**src/lstep_pkg.sv**
```systemverilog
`default_nettype none

package lstep_pkg;

	localparam int ROW_BITS   = 64;
	localparam int COUNT_BITS = 7;
	localparam int WIDTH_BITS = 7;
	localparam int QUEUE_DEPTH = 4;

	typedef enum logic {
		CFG_MODE  = 1'b0,
		CFG_WIDTH = 1'b1
	} cfg_index_t;

	typedef enum logic {
		NBR_MOORE      = 1'b0,
		NBR_VON_NEUMANN = 1'b1
	} nbr_mode_t;

	typedef enum logic [1:0] {
		JOB_END_ONLY = 2'd0,
		JOB_PASS     = 2'd1,
		JOB_STEP     = 2'd2
	} job_kind_t;

	typedef enum logic [1:0] {
		POS_TOP    = 2'd0,
		POS_SECOND = 2'd1,
		POS_MIDDLE = 2'd2
	} frame_pos_t;

endpackage

`default_nettype wire

```
**src/lstep_in_if.sv**
```systemverilog
`default_nettype none

interface lstep_in_if;
	logic                          valid;
	logic                          ready;
	logic [lstep_pkg::ROW_BITS-1:0] row_cells;
	logic                          final_row;

	modport source(output valid, output row_cells, output final_row, input ready);
	modport sink(input valid, input row_cells, input final_row, output ready);
endinterface

`default_nettype wire

```
**src/lstep_out_if.sv**
```systemverilog
`default_nettype none

interface lstep_out_if;
	logic                            valid;
	logic                            ready;
	logic [lstep_pkg::ROW_BITS-1:0]   next_row_cells;
	logic [lstep_pkg::COUNT_BITS-1:0] row_alive_count;
	logic                            frame_end;
	logic                            grid_changed;

	modport source(output valid, output next_row_cells, output row_alive_count,
		output frame_end, output grid_changed, input ready);
	modport sink(input valid, input next_row_cells, input row_alive_count,
		input frame_end, input grid_changed, output ready);
endinterface

`default_nettype wire

```
**src/lstep_front.sv**
```systemverilog
`default_nettype none

module lstep_front #(
	parameter int MAX_WIDTH = 64
) (
	input  wire logic                   clk,
	input  wire logic                   arst_n,
	lstep_in_if.sink                    rows_in,
	input  wire logic [MAX_WIDTH-1:0]   mask,
	input  wire logic                   push_ready,
	output logic                        push_valid,
	output lstep_pkg::job_kind_t        push_kind,
	output logic                        push_last,
	output logic [MAX_WIDTH-1:0]        push_up,
	output logic [MAX_WIDTH-1:0]        push_mid,
	output logic [MAX_WIDTH-1:0]        push_down
);

	lstep_pkg::frame_pos_t pos_q;
	logic [MAX_WIDTH-1:0]  prev_q;
	logic [MAX_WIDTH-1:0]  prev2_q;
	logic [MAX_WIDTH-1:0]  row_m;
	logic                  accept;

	assign rows_in.ready = push_ready;
	assign accept        = rows_in.valid && push_ready;
	assign row_m         = rows_in.row_cells[MAX_WIDTH-1:0] & mask;

	always_comb begin
		case (pos_q)
			lstep_pkg::POS_TOP:    push_kind = lstep_pkg::JOB_END_ONLY;
			lstep_pkg::POS_SECOND: push_kind = lstep_pkg::JOB_PASS;
			lstep_pkg::POS_MIDDLE: push_kind = lstep_pkg::JOB_STEP;
			default:               push_kind = lstep_pkg::JOB_PASS;
		endcase
	end

	assign push_valid = accept && ((pos_q != lstep_pkg::POS_TOP) || rows_in.final_row);
	assign push_last  = rows_in.final_row;
	assign push_up    = prev2_q & mask;
	assign push_mid   = prev_q & mask;
	assign push_down  = row_m;

	// hold the two rows above the incoming one
	always_ff @(posedge clk or negedge arst_n) begin
		if (!arst_n) begin
			pos_q   <= lstep_pkg::POS_TOP;
			prev_q  <= '0;
			prev2_q <= '0;
		end else if (accept) begin
			if (rows_in.final_row) begin
				pos_q   <= lstep_pkg::POS_TOP;
				prev_q  <= '0;
				prev2_q <= '0;
			end else if (pos_q == lstep_pkg::POS_TOP) begin
				pos_q  <= lstep_pkg::POS_SECOND;
				prev_q <= row_m;
			end else begin
				pos_q   <= lstep_pkg::POS_MIDDLE;
				prev2_q <= prev_q;
				prev_q  <= row_m;
			end
		end
	end

endmodule

`default_nettype wire

```
**src/lstep_queue.sv**
```systemverilog
`default_nettype none

module lstep_queue #(
	parameter int DATA_W = 8
) (
	input  wire logic              clk,
	input  wire logic              arst_n,
	input  wire logic              push_valid,
	input  wire logic [DATA_W-1:0] push_data,
	output logic                   push_ready,
	input  wire logic              pop,
	output logic                   head_valid,
	output logic [DATA_W-1:0]      head_data
);

	localparam int DEPTH = lstep_pkg::QUEUE_DEPTH;
	localparam int PTR_W = $clog2(DEPTH);
	localparam int CNT_W = $clog2(DEPTH + 1);

	logic [DATA_W-1:0] slot_q [DEPTH];
	logic [PTR_W-1:0]  wr_ptr_q;
	logic [PTR_W-1:0]  rd_ptr_q;
	logic [CNT_W-1:0]  count_q;
	logic              do_push;
	logic              do_pop;

	assign push_ready = (count_q != CNT_W'(DEPTH));
	assign head_valid = (count_q != '0);
	assign head_data  = slot_q[rd_ptr_q];
	assign do_push    = push_valid && push_ready;
	assign do_pop     = pop && head_valid;

	always_ff @(posedge clk) begin
		if (do_push) begin
			slot_q[wr_ptr_q] <= push_data;
		end
	end

	always_ff @(posedge clk or negedge arst_n) begin
		if (!arst_n) begin
			wr_ptr_q <= '0;
			rd_ptr_q <= '0;
			count_q  <= '0;
		end else begin
			if (do_push) begin
				wr_ptr_q <= (wr_ptr_q == PTR_W'(DEPTH - 1)) ? '0 : wr_ptr_q + 1'b1;
			end
			if (do_pop) begin
				rd_ptr_q <= (rd_ptr_q == PTR_W'(DEPTH - 1)) ? '0 : rd_ptr_q + 1'b1;
			end
			if (do_push && !do_pop) begin
				count_q <= count_q + 1'b1;
			end else if (do_pop && !do_push) begin
				count_q <= count_q - 1'b1;
			end
		end
	end

	assert property (@(posedge clk) disable iff (!arst_n)
		count_q <= CNT_W'(DEPTH))
		else $error("queue occupancy beyond depth");
	assert property (@(posedge clk) disable iff (!arst_n)
		(do_push && !do_pop) |=> (count_q == $past(count_q) + 1'b1))
		else $error("queue count missed a request");
	assert property (@(posedge clk) disable iff (!arst_n)
		(count_q == '0) |-> (wr_ptr_q == rd_ptr_q))
		else $error("queue pointers apart while empty");

endmodule

`default_nettype wire

```
**src/lstep_back.sv**
```systemverilog
`default_nettype none

module lstep_back #(
	parameter int MAX_WIDTH = 64
) (
	input  wire logic                 clk,
	input  wire logic                 arst_n,
	input  wire logic                 mode,
	input  wire logic [MAX_WIDTH-1:0] mask,
	input  wire logic                 head_valid,
	input  wire logic [2+1+3*MAX_WIDTH-1:0] head_data,
	output logic                      pop,
	lstep_out_if.source               rows_out
);

	localparam int CNT_W  = $clog2(MAX_WIDTH + 1);
	localparam int GROUPS = (MAX_WIDTH + 7) / 8;
	localparam int PAD_W  = GROUPS * 8;

	function automatic logic [CNT_W-1:0] pop_count(input logic [MAX_WIDTH-1:0] v);
		logic [PAD_W-1:0] pad;
		logic [3:0]       grp;
		logic [CNT_W-1:0] sum;
		pad = PAD_W'(v);
		sum = '0;
		for (int g = 0; g < GROUPS; g++) begin
			grp = '0;
			for (int b = 0; b < 8; b++) begin
				grp = grp + 4'(pad[g*8+b]);
			end
			sum = sum + CNT_W'(grp);
		end
		return sum;
	endfunction

	lstep_pkg::job_kind_t kind;
	logic                 last;
	logic [MAX_WIDTH-1:0] up;
	logic [MAX_WIDTH-1:0] mid;
	logic [MAX_WIDTH-1:0] down;
	logic [MAX_WIDTH-1:0] nx;
	logic [MAX_WIDTH-1:0] res_row;
	logic                 res_end;
	logic                 res_chg;
	logic                 phase_q;
	logic                 change_q;
	logic                 two_res;
	logic                 final_phase;
	logic                 fire;
	logic                 changed_now;
	logic                 adv_s1;
	logic                 ready_s2;

	logic                 valid_s1;
	logic [MAX_WIDTH-1:0] row_s1;
	logic                 end_s1;
	logic                 chg_s1;

	logic                 valid_s2;
	logic [MAX_WIDTH-1:0] row_s2;
	logic [CNT_W-1:0]     cnt_s2;
	logic                 end_s2;
	logic                 chg_s2;

	assign kind = lstep_pkg::job_kind_t'(head_data[3*MAX_WIDTH+2:3*MAX_WIDTH+1]);
	assign last = head_data[3*MAX_WIDTH];
	assign up   = head_data[3*MAX_WIDTH-1:2*MAX_WIDTH];
	assign mid  = head_data[2*MAX_WIDTH-1:MAX_WIDTH];
	assign down = head_data[MAX_WIDTH-1:0];

	// next generation of the middle row
	always_comb begin
		logic [MAX_WIDTH-1:0] ul, ur, ml, mr, dl, dr;
		logic [3:0]           n;
		ul = up << 1;
		ur = up >> 1;
		ml = mid << 1;
		mr = mid >> 1;
		dl = down << 1;
		dr = down >> 1;
		for (int c = 0; c < MAX_WIDTH; c++) begin
			n = 4'(up[c]) + 4'(down[c]) + 4'(ml[c]) + 4'(mr[c]);
			if (mode == lstep_pkg::NBR_MOORE) begin
				n = n + 4'(ul[c]) + 4'(ur[c]) + 4'(dl[c]) + 4'(dr[c]);
			end
			nx[c] = mask[c] & ((n == 4'd3) | ((n == 4'd2) & mid[c]));
		end
	end

	assign two_res     = (kind != lstep_pkg::JOB_END_ONLY) && last;
	assign final_phase = !two_res || phase_q;
	assign ready_s2    = !valid_s2 || rows_out.ready;
	assign adv_s1      = !valid_s1 || ready_s2;
	assign fire        = head_valid && adv_s1;
	assign pop         = fire && final_phase;
	assign changed_now = !phase_q && (kind == lstep_pkg::JOB_STEP) && (nx != mid);

	always_comb begin
		res_row = mid;
		res_end = 1'b0;
		res_chg = 1'b0;
		if (phase_q) begin
			res_row = down;
			res_end = 1'b1;
			res_chg = change_q;
		end else begin
			case (kind)
				lstep_pkg::JOB_END_ONLY: begin
					res_row = down;
					res_end = 1'b1;
				end
				lstep_pkg::JOB_PASS: res_row = mid;
				lstep_pkg::JOB_STEP: res_row = nx;
				default:             res_row = mid;
			endcase
		end
	end

	always_ff @(posedge clk or negedge arst_n) begin
		if (!arst_n) begin
			phase_q  <= 1'b0;
			change_q <= 1'b0;
			valid_s1 <= 1'b0;
			valid_s2 <= 1'b0;
		end else begin
			if (fire) begin
				phase_q <= !final_phase;
				if (res_end) begin
					change_q <= 1'b0;
				end else if (changed_now) begin
					change_q <= 1'b1;
				end
			end
			if (adv_s1) begin
				valid_s1 <= fire;
			end
			if (ready_s2) begin
				valid_s2 <= valid_s1;
			end
		end
	end

	always_ff @(posedge clk) begin
		if (fire) begin
			row_s1 <= res_row;
			end_s1 <= res_end;
			chg_s1 <= res_chg;
		end
		if (ready_s2 && valid_s1) begin
			row_s2 <= row_s1;
			cnt_s2 <= pop_count(row_s1);
			end_s2 <= end_s1;
			chg_s2 <= chg_s1;
		end
	end

	always_comb begin
		rows_out.valid           = valid_s2;
		rows_out.next_row_cells  = '0;
		rows_out.next_row_cells[MAX_WIDTH-1:0] = row_s2;
		rows_out.row_alive_count = '0;
		rows_out.row_alive_count[CNT_W-1:0]    = cnt_s2;
		rows_out.frame_end       = end_s2;
		rows_out.grid_changed    = chg_s2;
	end

	assert property (@(posedge clk) disable iff (!arst_n)
		phase_q |-> head_valid)
		else $error("bottom row request lost between results");
	assert property (@(posedge clk) disable iff (!arst_n)
		(fire && res_end) |=> !change_q)
		else $error("change flag survives frame end");
	assert property (@(posedge clk) disable iff (!arst_n)
		(valid_s2 && !end_s2) |-> !chg_s2)
		else $error("change flag outside frame end");
	assert property (@(posedge clk) disable iff (!arst_n)
		valid_s2 |-> (cnt_s2 <= CNT_W'(MAX_WIDTH)))
		else $error("live count above row width");

endmodule

`default_nettype wire

```
**src/life_automaton_row_step_top.sv**
```systemverilog
// channel    dir  payload                                              handshake
// rows_in    in   row_cells[63:0], final_row                           valid/ready
// rows_out   out  next_row_cells[63:0], row_alive_count[6:0],          valid/ready
//                 frame_end, grid_changed
// cfg        in   cfg_addr (0 mode, 1 width), cfg_wdata[6:0]           cfg_we
//
// One row per cycle in and out while the row queue has room and the output is
// ready; a bottom row that closes a frame of two or more rows gives two results
// and holds the back end until both are issued. Each result passes through stage
// registers s1 and s2 (the output register); the bottom row follows the other.
// The input side stalls only when the four-entry row queue is full.
// Reset clears frame state and sets Moore mode, width 64; no clearing pass.
`default_nettype none

module life_automaton_row_step_top #(
	parameter int MAX_WIDTH = 64
) (
	input  wire logic                             clk,
	input  wire logic                             arst_n,
	lstep_in_if.sink                              rows_in,
	lstep_out_if.source                           rows_out,
	input  wire logic                             cfg_we,
	input  wire logic                             cfg_addr,
	input  wire logic [lstep_pkg::WIDTH_BITS-1:0] cfg_wdata
);

	localparam int ENTRY_W = 2 + 1 + 3 * MAX_WIDTH;

	logic                                mode_q;
	logic [lstep_pkg::WIDTH_BITS-1:0]    width_q;
	logic [MAX_WIDTH-1:0]                mask;
	logic                                push_valid;
	logic                                push_ready;
	lstep_pkg::job_kind_t                push_kind;
	logic                                push_last;
	logic [MAX_WIDTH-1:0]                push_up;
	logic [MAX_WIDTH-1:0]                push_mid;
	logic [MAX_WIDTH-1:0]                push_down;
	logic                                head_valid;
	logic [ENTRY_W-1:0]                  head_data;
	logic                                pop;

	always_ff @(posedge clk or negedge arst_n) begin
		if (!arst_n) begin
			mode_q  <= lstep_pkg::NBR_MOORE;
			width_q <= lstep_pkg::WIDTH_BITS'(64);
		end else if (cfg_we) begin
			case (lstep_pkg::cfg_index_t'(cfg_addr))
				lstep_pkg::CFG_MODE:  mode_q  <= cfg_wdata[0];
				lstep_pkg::CFG_WIDTH: width_q <= cfg_wdata;
				default: ;
			endcase
		end
	end

	// a width of zero acts as one column
	always_comb begin
		for (int c = 0; c < MAX_WIDTH; c++) begin
			mask[c] = (lstep_pkg::WIDTH_BITS'(c) < width_q) || (c == 0);
		end
	end

	lstep_front #(
		.MAX_WIDTH(MAX_WIDTH)
	) u_front (
		.clk       (clk),
		.arst_n    (arst_n),
		.rows_in   (rows_in),
		.mask      (mask),
		.push_ready(push_ready),
		.push_valid(push_valid),
		.push_kind (push_kind),
		.push_last (push_last),
		.push_up   (push_up),
		.push_mid  (push_mid),
		.push_down (push_down)
	);

	lstep_queue #(
		.DATA_W(ENTRY_W)
	) u_queue (
		.clk       (clk),
		.arst_n    (arst_n),
		.push_valid(push_valid),
		.push_data ({push_kind, push_last, push_up, push_mid, push_down}),
		.push_ready(push_ready),
		.pop       (pop),
		.head_valid(head_valid),
		.head_data (head_data)
	);

	lstep_back #(
		.MAX_WIDTH(MAX_WIDTH)
	) u_back (
		.clk       (clk),
		.arst_n    (arst_n),
		.mode      (mode_q),
		.mask      (mask),
		.head_valid(head_valid),
		.head_data (head_data),
		.pop       (pop),
		.rows_out  (rows_out)
	);

endmodule

`default_nettype wire
```
**src/flat_wrapper.sv**
```systemverilog
// flat-port wrapper written by rule: the top's interface ports become plain ports
module life_automaton_row_step_top_flat 
#(
	parameter int MAX_WIDTH = 64
)
  (clk, arst_n, cfg_we, cfg_addr, cfg_wdata, rows_in_valid, rows_in_row_cells, rows_in_final_row, rows_in_ready, rows_out_valid, rows_out_next_row_cells, rows_out_row_alive_count, rows_out_frame_end, rows_out_grid_changed, rows_out_ready);
  lstep_in_if rows_in_i ();
  lstep_out_if rows_out_i ();
  input  wire logic clk;
  input  wire logic arst_n;
  input  wire logic cfg_we;
  input  wire logic cfg_addr;
  input  wire logic [lstep_pkg::WIDTH_BITS-1:0] cfg_wdata;
  input wire logic [$bits(rows_in_i.valid)-1:0] rows_in_valid;
  input wire logic [$bits(rows_in_i.row_cells)-1:0] rows_in_row_cells;
  input wire logic [$bits(rows_in_i.final_row)-1:0] rows_in_final_row;
  output wire logic [$bits(rows_in_i.ready)-1:0] rows_in_ready;
  output wire logic [$bits(rows_out_i.valid)-1:0] rows_out_valid;
  output wire logic [$bits(rows_out_i.next_row_cells)-1:0] rows_out_next_row_cells;
  output wire logic [$bits(rows_out_i.row_alive_count)-1:0] rows_out_row_alive_count;
  output wire logic [$bits(rows_out_i.frame_end)-1:0] rows_out_frame_end;
  output wire logic [$bits(rows_out_i.grid_changed)-1:0] rows_out_grid_changed;
  input wire logic [$bits(rows_out_i.ready)-1:0] rows_out_ready;
  assign rows_in_i.valid = rows_in_valid;
  assign rows_in_i.row_cells = rows_in_row_cells;
  assign rows_in_i.final_row = rows_in_final_row;
  assign rows_in_ready = rows_in_i.ready;
  assign rows_out_valid = rows_out_i.valid;
  assign rows_out_next_row_cells = rows_out_i.next_row_cells;
  assign rows_out_row_alive_count = rows_out_i.row_alive_count;
  assign rows_out_frame_end = rows_out_i.frame_end;
  assign rows_out_grid_changed = rows_out_i.grid_changed;
  assign rows_out_i.ready = rows_out_ready;
  life_automaton_row_step_top #(.MAX_WIDTH(MAX_WIDTH)) u_core (.clk(clk), .arst_n(arst_n), .rows_in(rows_in_i), .rows_out(rows_out_i), .cfg_we(cfg_we), .cfg_addr(cfg_addr), .cfg_wdata(cfg_wdata));
endmodule
```
**config.mk**
```make
export PLATFORM = sky130hd
export DESIGN_NAME = life_automaton_row_step_top_flat
export DESIGN_NICKNAME = d
export VERILOG_FILES = /design/src/lstep_pkg.sv /design/src/lstep_in_if.sv /design/src/lstep_out_if.sv /design/src/lstep_front.sv /design/src/lstep_queue.sv /design/src/lstep_back.sv /design/src/life_automaton_row_step_top.sv /design/src/flat_wrapper.sv
export SDC_FILE = /design/constraint.sdc
export NUM_CORES = 2
export LEC_CHECK = 0
export BUFFER_PORTS_ARGS = -buffer_cell sky130_fd_sc_hd__buf_2
export CORE_MARGIN = 1
export CORE_UTILIZATION = 60
export DETAILED_ROUTE_END_ITERATION = 6
export HOLD_SLACK_MARGIN = 0.1
export PLACE_DENSITY = 0.84
export SYNTH_ARGS = -nofsm -noshare
export SYNTH_HDL_FRONTEND = slang
export SYNTH_SLANG_ARGS = --single-unit
```
**constraint.sdc**
```tcl
create_clock -name clk -period 8.43 [get_ports clk]
set_clock_uncertainty 0.05 [all_clocks]
set_input_delay 0.4215 -clock clk [delete_from_list [all_inputs] [get_ports clk]]
set_output_delay 0.4215 -clock clk [all_outputs]
set_load 0.005 [all_outputs]
```
### Yosys cells after proc, flatten, opt, wreduce, memory -nomap -nowiden

Memory sizes are Yosys's and may differ from the RTL's.
Index checks and enable logic that the tools add are counted.

* logic and storage cells: 1038
* output and inout bits: 75
* input bits: 78
* bits in latches: 0
* memories: 1
* register bits after elaboration: 288
* memory bits (read-only): 0
* bits in writable memories: 780

* div/mod/pow operators: 0
* add/subtract/negate cells: 509
* $mul: 0
* magnitude comparators: 63
* reduce and logical (&&, ||, !) cells: 34
* mux-type cells: 82
* shift operators: 0
* bitwise gates (word level): 195
* eq/ne operators: 135

Memories
* u_core.u_queue.slot_q: depth 4, bits a word 195, read ports 1, clocked after memory_dff 0, write ports 1, RTL line lstep_queue.sv:20 `logic [DATA_W-1:0] slot_q [DEPTH];`

Operators by type and width (number)
* 4-bit by 1-bit adder with 4-bit output: 282
* 4-bit by 2-bit == test with 1-bit output, second input constant: 128
* 3-bit by 1-bit adder with 4-bit output: 72
* 4-bit two-way mux: 64
* 64-bit two-way mux: 4
* 6-bit by 7-bit < comparator with 1-bit output, first input constant: 32
* 2-bit by 1-bit adder with 3-bit output: 72
* 64-bit bitwise AND: 3
* 1-bit by 1-bit adder with 2-bit output: 72
* 64-bit case mux with 2 select lines: 1
* 1-bit bitwise AND: 127
* 5-bit by 7-bit < comparator with 1-bit output, first input constant: 16
* 64-bit != test: 1
* 1-bit OR: 64
* 4-bit by 7-bit < comparator with 1-bit output, first input constant: 8
* 7-bit by 4-bit adder with 7-bit output: 4
* 3-bit by 7-bit < comparator with 1-bit output, first input constant: 4
* 2-bit by 7-bit < comparator with 1-bit output, first input constant: 2
* 1-bit logical AND: 12
* 2-bit == test, second input constant: 4
* 2-bit two-way mux: 4
* 2-bit AND reduction: 4
* 2-bit nonzero test: 4
* 6-bit by 4-bit adder with 7-bit output: 1
* 16 further kinds: 33

### Logic depth before layout (Yosys ltp)

An unclocked memory read counts as a cell.

* depth in word-level cells: 17
* mapped depth: 23
* mapped depth without buffers: 22

### By module

From an unflattened synthesis, not the netlist that was laid out.

* cell total of the unflattened synthesis: 4172
* area, all modules: 58342.2 um^2

Modules (own cells, without submodules)
* lstep_queue: seq. area each 23597.6 um^2, area an instance 28552.4 um^2, times used 1, cells each 1056
* lstep_back: seq. area each 4274.1 um^2, area an instance 21882.2 um^2, times used 1, cells each 2347
* lstep_front: seq. area each 3253.1 um^2, area an instance 7064.3 um^2, times used 1, cells each 638
* life_automaton_row_step_top: seq. area each 201.4 um^2, area an instance 843.3 um^2, times used 1, cells each 131

### Least setup slack after synthesis

OpenSTA, ideal clock, no wires.

* path kind: register to register
* from: register u_core.u_queue.rd_ptr_q[0]
* to: register u_core.u_back.change_q
* setup time: 129 ps
* path buffers: 6
* cell stages (with the launch flop): 20
* arrival: 6548 ps
* setup slack: 1702 ps
* required time: 8251 ps
* period minus slack after synthesis: 6728 ps
* cell sequence: dfrtp_1 > buf_6 > buf_4 > buf_4 > buf_2 > buf_1 > buf_2 > mux4_2 > fa_1 > ha_1 > inv_1 > fa_1 > fa_1 > or4b_2 > a31oi_1 > mux2i_1 > o311a_1 > nand4_1 > or4_1 > o41a_1

* word-level cells in the longest chain between the ends: 17
* elaborated cells on any way between the ends: 836
* those cells by class: add/sub (442); eq/ne (130); mux (67); bitwise (191); reduce/logical (5); memory (1)

Ends and longest elaborated chain
* start: declaration: RTL line lstep_queue.sv:22 `logic [PTR_W-1:0] rd_ptr_q;`
* start signal: assignment: RTL line lstep_queue.sv:49 `rd_ptr_q <= (rd_ptr_q == PTR_W'(DEPTH - 1)) ? '0 : rd_ptr_q + 1'b1;`
* memory read 4 x 195 bit *
* 1-bit by 1-bit adder with 2-bit output: RTL line lstep_back.sv:82 `n = 4'(up[c]) + 4'(down[c]) + 4'(ml[c]) + 4'(mr[c]);`
* 2-bit by 1-bit adder with 3-bit output: RTL line lstep_back.sv:82
* 3-bit by 1-bit adder with 4-bit output: RTL line lstep_back.sv:82
* 4-bit by 1-bit adder with 4-bit output (4 in series): RTL line lstep_back.sv:84 `n = n + 4'(ul[c]) + 4'(ur[c]) + 4'(dl[c]) + 4'(dr[c]);`
* 4-bit two-way mux: RTL line lstep_back.sv:83 `if (mode == lstep_pkg::NBR_MOORE) begin`
* 4-bit by 2-bit == test with 1-bit output: RTL line lstep_back.sv:86 `nx[c] = mask[c] & ((n == 4'd3) | ((n == 4'd2) & mid[c]));`
* 1-bit bitwise AND: RTL line lstep_back.sv:86
* 1-bit OR: RTL line lstep_back.sv:86
* 1-bit bitwise AND: RTL line lstep_back.sv:86
* 64-bit != test: RTL line lstep_back.sv:96 `assign changed_now = !phase_q && (kind == lstep_pkg::JOB_STEP) && (nx != mid);`
* 1-bit logical AND: RTL line lstep_back.sv:96
* 2-bit nonzero test (no line)
* 2-bit AND reduction (no line)
* end signal: assignment: RTL line lstep_back.sv:122 `change_q <= 1'b0;`
* end signal: assignment: RTL line lstep_back.sv:129 `change_q <= 1'b0;`
* end signal: assignment: RTL line lstep_back.sv:131 `change_q <= 1'b1;`
* end: declaration: RTL line lstep_back.sv:46 `logic change_q;`

Every way passes the cells marked *; elsewhere a longest branch is shown, timed or not.
A chain may end at the register's enable or synchronous reset.

### Worst setup path in the final report

Ends and elaborated chain as after synthesis.

==> results.tsv <==
metric	value	unit
Post-synth EDFFs	919	
final worst path period share	85.0	%
width of the die	308	um
Starting Density	61.0	%
CTS max path bufs	3	
FF+latch count, synth	1068	
Max FO, Critical Path	53	
root buf cell	clkbuf_16	
Num Clock Sinks	1068	
Max Slew Vio Count	0	
number of port buffers	152	
mux cell area share after synthesis	8.85	%
sequential share of the synthesized area	55.7	%
DR vias	35900	
post-synthesis compound-gate area fraction	8.02	%
DIE HEIGHT	308	um
post_cts resized	0	
Max-slew headroom	0.533	%
global placement routability congestion	1.04	
start point of the worst hold path	rows_in_row_cells[45]	
Clock Latency Late Sink	700	ps
Adder-Cell Fraction of Synth Area	15.6	%
Slowest cell on crit path	a21boi_0	
Max-cap violations	1	
global-route wire length before repair	232000	um
# IOs	153	
share of the synthesized area in the top cell type	49.1	%
WL/cell	29.0	um
Routed WL	156000	um
largest net degree at the start of global routing	123	
crit path kind	flip-flop to flip-flop	
Post-Synth Simple-Gate Area	7.09	%
Distinct cells, synth	95	
Final min period	7160	ps
hold_ws	116	ps
Critical Path AT	7690	ps
fraction of layout cells with a size suffix above 1	15.4	%
worst path required time	8960	ps
Reg clk slew, reported paths	70	ps
status	finished, violations left	
fin cells	5370	
cell area after synthesis	0.0563	mm^2
Finish-stage setup viols	0	
post-synthesis async set-or-reset flop share	14.0	%
core area	0.0922	mm^2
crit path from	u_core.u_queue.rd_ptr_q[0]	
Final Hold Fails	0	
Synth Area per Inst	14.6	um^2
main combinational cell family by area after synthesis	adder cells	
Overflow after GRT	0	
CP Buf/Inv Count	2	
Cell Chain, Critical Path	buf_12, mux4_2, fa_1, ha_1, inv_1, fa_1, fa_1, nor4b_1, a31oi_1, a21boi_0, o2bb2ai_1, a221oi_1, nand4_1, or4_1, o41a_1	
RSZ-0062 raised after global routing	false	
placed insts	5144	
crit end category	flip-flop	
number of remaining DRC errors	117	
top-count cell post-synth	edfxtp_1	
Setup TNS Final	0	ps
cell taking the most area after synthesis	edfxtp_1	
gr usage total	33.6	%
Layout Nets	4625	
row count	111	
drt via density	6.69	
Top FF cell, synth	edfxtp_1	
Sequential Area	0.0313	mm^2
most used cell, CP	fa_1	
CTS buffer count	104	
CP delay by family, top	compound AO/OA/AOI/OAI gates	
Mapped Cells	3856	
CTS tree	done	
ranking of synthesized cells by area	edfxtp_1, fa_1, mux4_2, dfrtp_1, ha_1	
P&R area growth vs syn	10.8	%
Net Count, Synth	4450	
drt pass-1 iters	7	
synth warn	0	
die area	0.0950	mm^2
Synth top cells by count	edfxtp_1, inv_1, fa_1	
Fmax achieved	140	MHz
Slew @ Worst Pin	1470	ps
Final HPWL DP	103000	um
post-synthesis xor/xnor area fraction	0.171	%
failing checks	design-rule violations, max-capacitance violations	
Min-Delay Path Class	input port to flip-flop	
multi-input logic area	0.0224	mm^2
ANT nets after route	0	
DR iter-0 viols	5158	
vias in the first global route	36600	
crit path launch type	flip-flop	
CTS H-tree lvls	3	
# fillers	5892	
Critical R2R Launch	u_core.u_queue.rd_ptr_q[0]	
CP max stage delay	940	ps
initial antenna violation count	9	
==> flip-flops by register name, indices dropped and copies added, names as in the netlist, 2 cells and up <==
name	count
u_core.u_queue.slot_q	780
u_core.u_back.row_s1	64
u_core.u_back.rows_out.next_row_cells	64
u_core.u_front.prev2_q	64
u_core.u_front.prev_q	64
u_core.u_back.rows_out.row_alive_count	7
u_core.width_q	7
u_core.u_queue.count_q	3
u_core.u_front.pos_q	2
u_core.u_queue.rd_ptr_q	2
u_core.u_queue.wr_ptr_q	2
==> layer usage <==
layer	share of wire, %	track usage [%]	wire (um)	up-vias
met5	0.044	0	69	-
met4	6.6	18.6	10200	10
met3	13	10.0	20000	607
met2	45	51.6	70700	2617
met1	35	42.9	54800	18100
li1	-	-	-	14600
==> repair_timing <==
item | in CTS | in global routing
setup buffers | 0 | 0
hold buffers | 24 | 0
hold endpoints to repair | 115 | 0
endpoints found under the setup margin | 0 | 0
==> stage by stage <==
stage | instance area [um^2] | utilization, % | setup WS [ps]
after CTS | 62300 | 67.5 | 1460
final | 62300 | 67.6 | 1270
after global placement | 58400 | 63.3 | 1640
after global routing | 62300 | 67.5 | 1100
after floorplan | 56300 | - | 1700
after detailed placement | 58400 | 63.3 | 1490
==> cell families after synthesis <==
| kind of cell | Yosys count |
|---|---|
| xor gates and xnor gates | 11 |
| AOI/OAI and AO/OA | 639 |
| DFF | 1068 |
| adders and majority gates | 516 |
| muxes | 252 |
| and+or+nand+nor | 723 |
| buffers and inverters | 647 |
==> final cells by class <==
type	count	share of cell area, %
antenna	7	0.0281
clock buffer	140	4.66
clock inverter	55	1.18
inverter	487	2.93
multi-input combinational	2141	36.0
sequential	1068	50.3
tap	1243	2.50
timing repair buffer	229	2.44
==> layout by cell type (no fill, tap or decap), drive strengths merged, types with 29 or more instances in the layout <==
| cell | synthesis | layout |
|---|---|---|
| buf | 86 | 205 |
| inv | 485 | 491 |
| clkbuf | 74 | 140 |
| mux2i | 37 | 37 |
| fa | 307 | 307 |
| a21oi | 108 | 108 |
| nand2 | 147 | 147 |
| a22o | 122 | 122 |
| nor2 | 110 | 110 |
| mux4 | 194 | 194 |
| nand2b | 41 | 41 |
| dfrtp | 148 | 148 |
| edfxtp | 919 | 919 |
| nor2b | 116 | 116 |
| o21ai | 139 | 139 |
| ha | 209 | 209 |
| clkinv | 2 | 29 |
| and2 | 136 | 136 |
==> path summary, 6_finish.rpt <==
check,endpoint,slack [ps],cells after the start
max in group asynchronous,u_core.u_queue.rd_ptr_q[1],6690,3
hold / removal,u_core.u_queue.slot_q[3][45],120,2
setup reg to reg,u_core.u_back.change_q,1270,15
setup / recovery,u_core.u_back.change_q,1270,15
hold reg to reg,u_core.u_back.rows_out.frame_end,380,0
min in group asynchronous,u_core.u_front.prev2_q[38],250,2
Power is left out: the tool's default activity adds up to more than one toggle a clock period on the data nets, which glitch-free logic cannot reach.
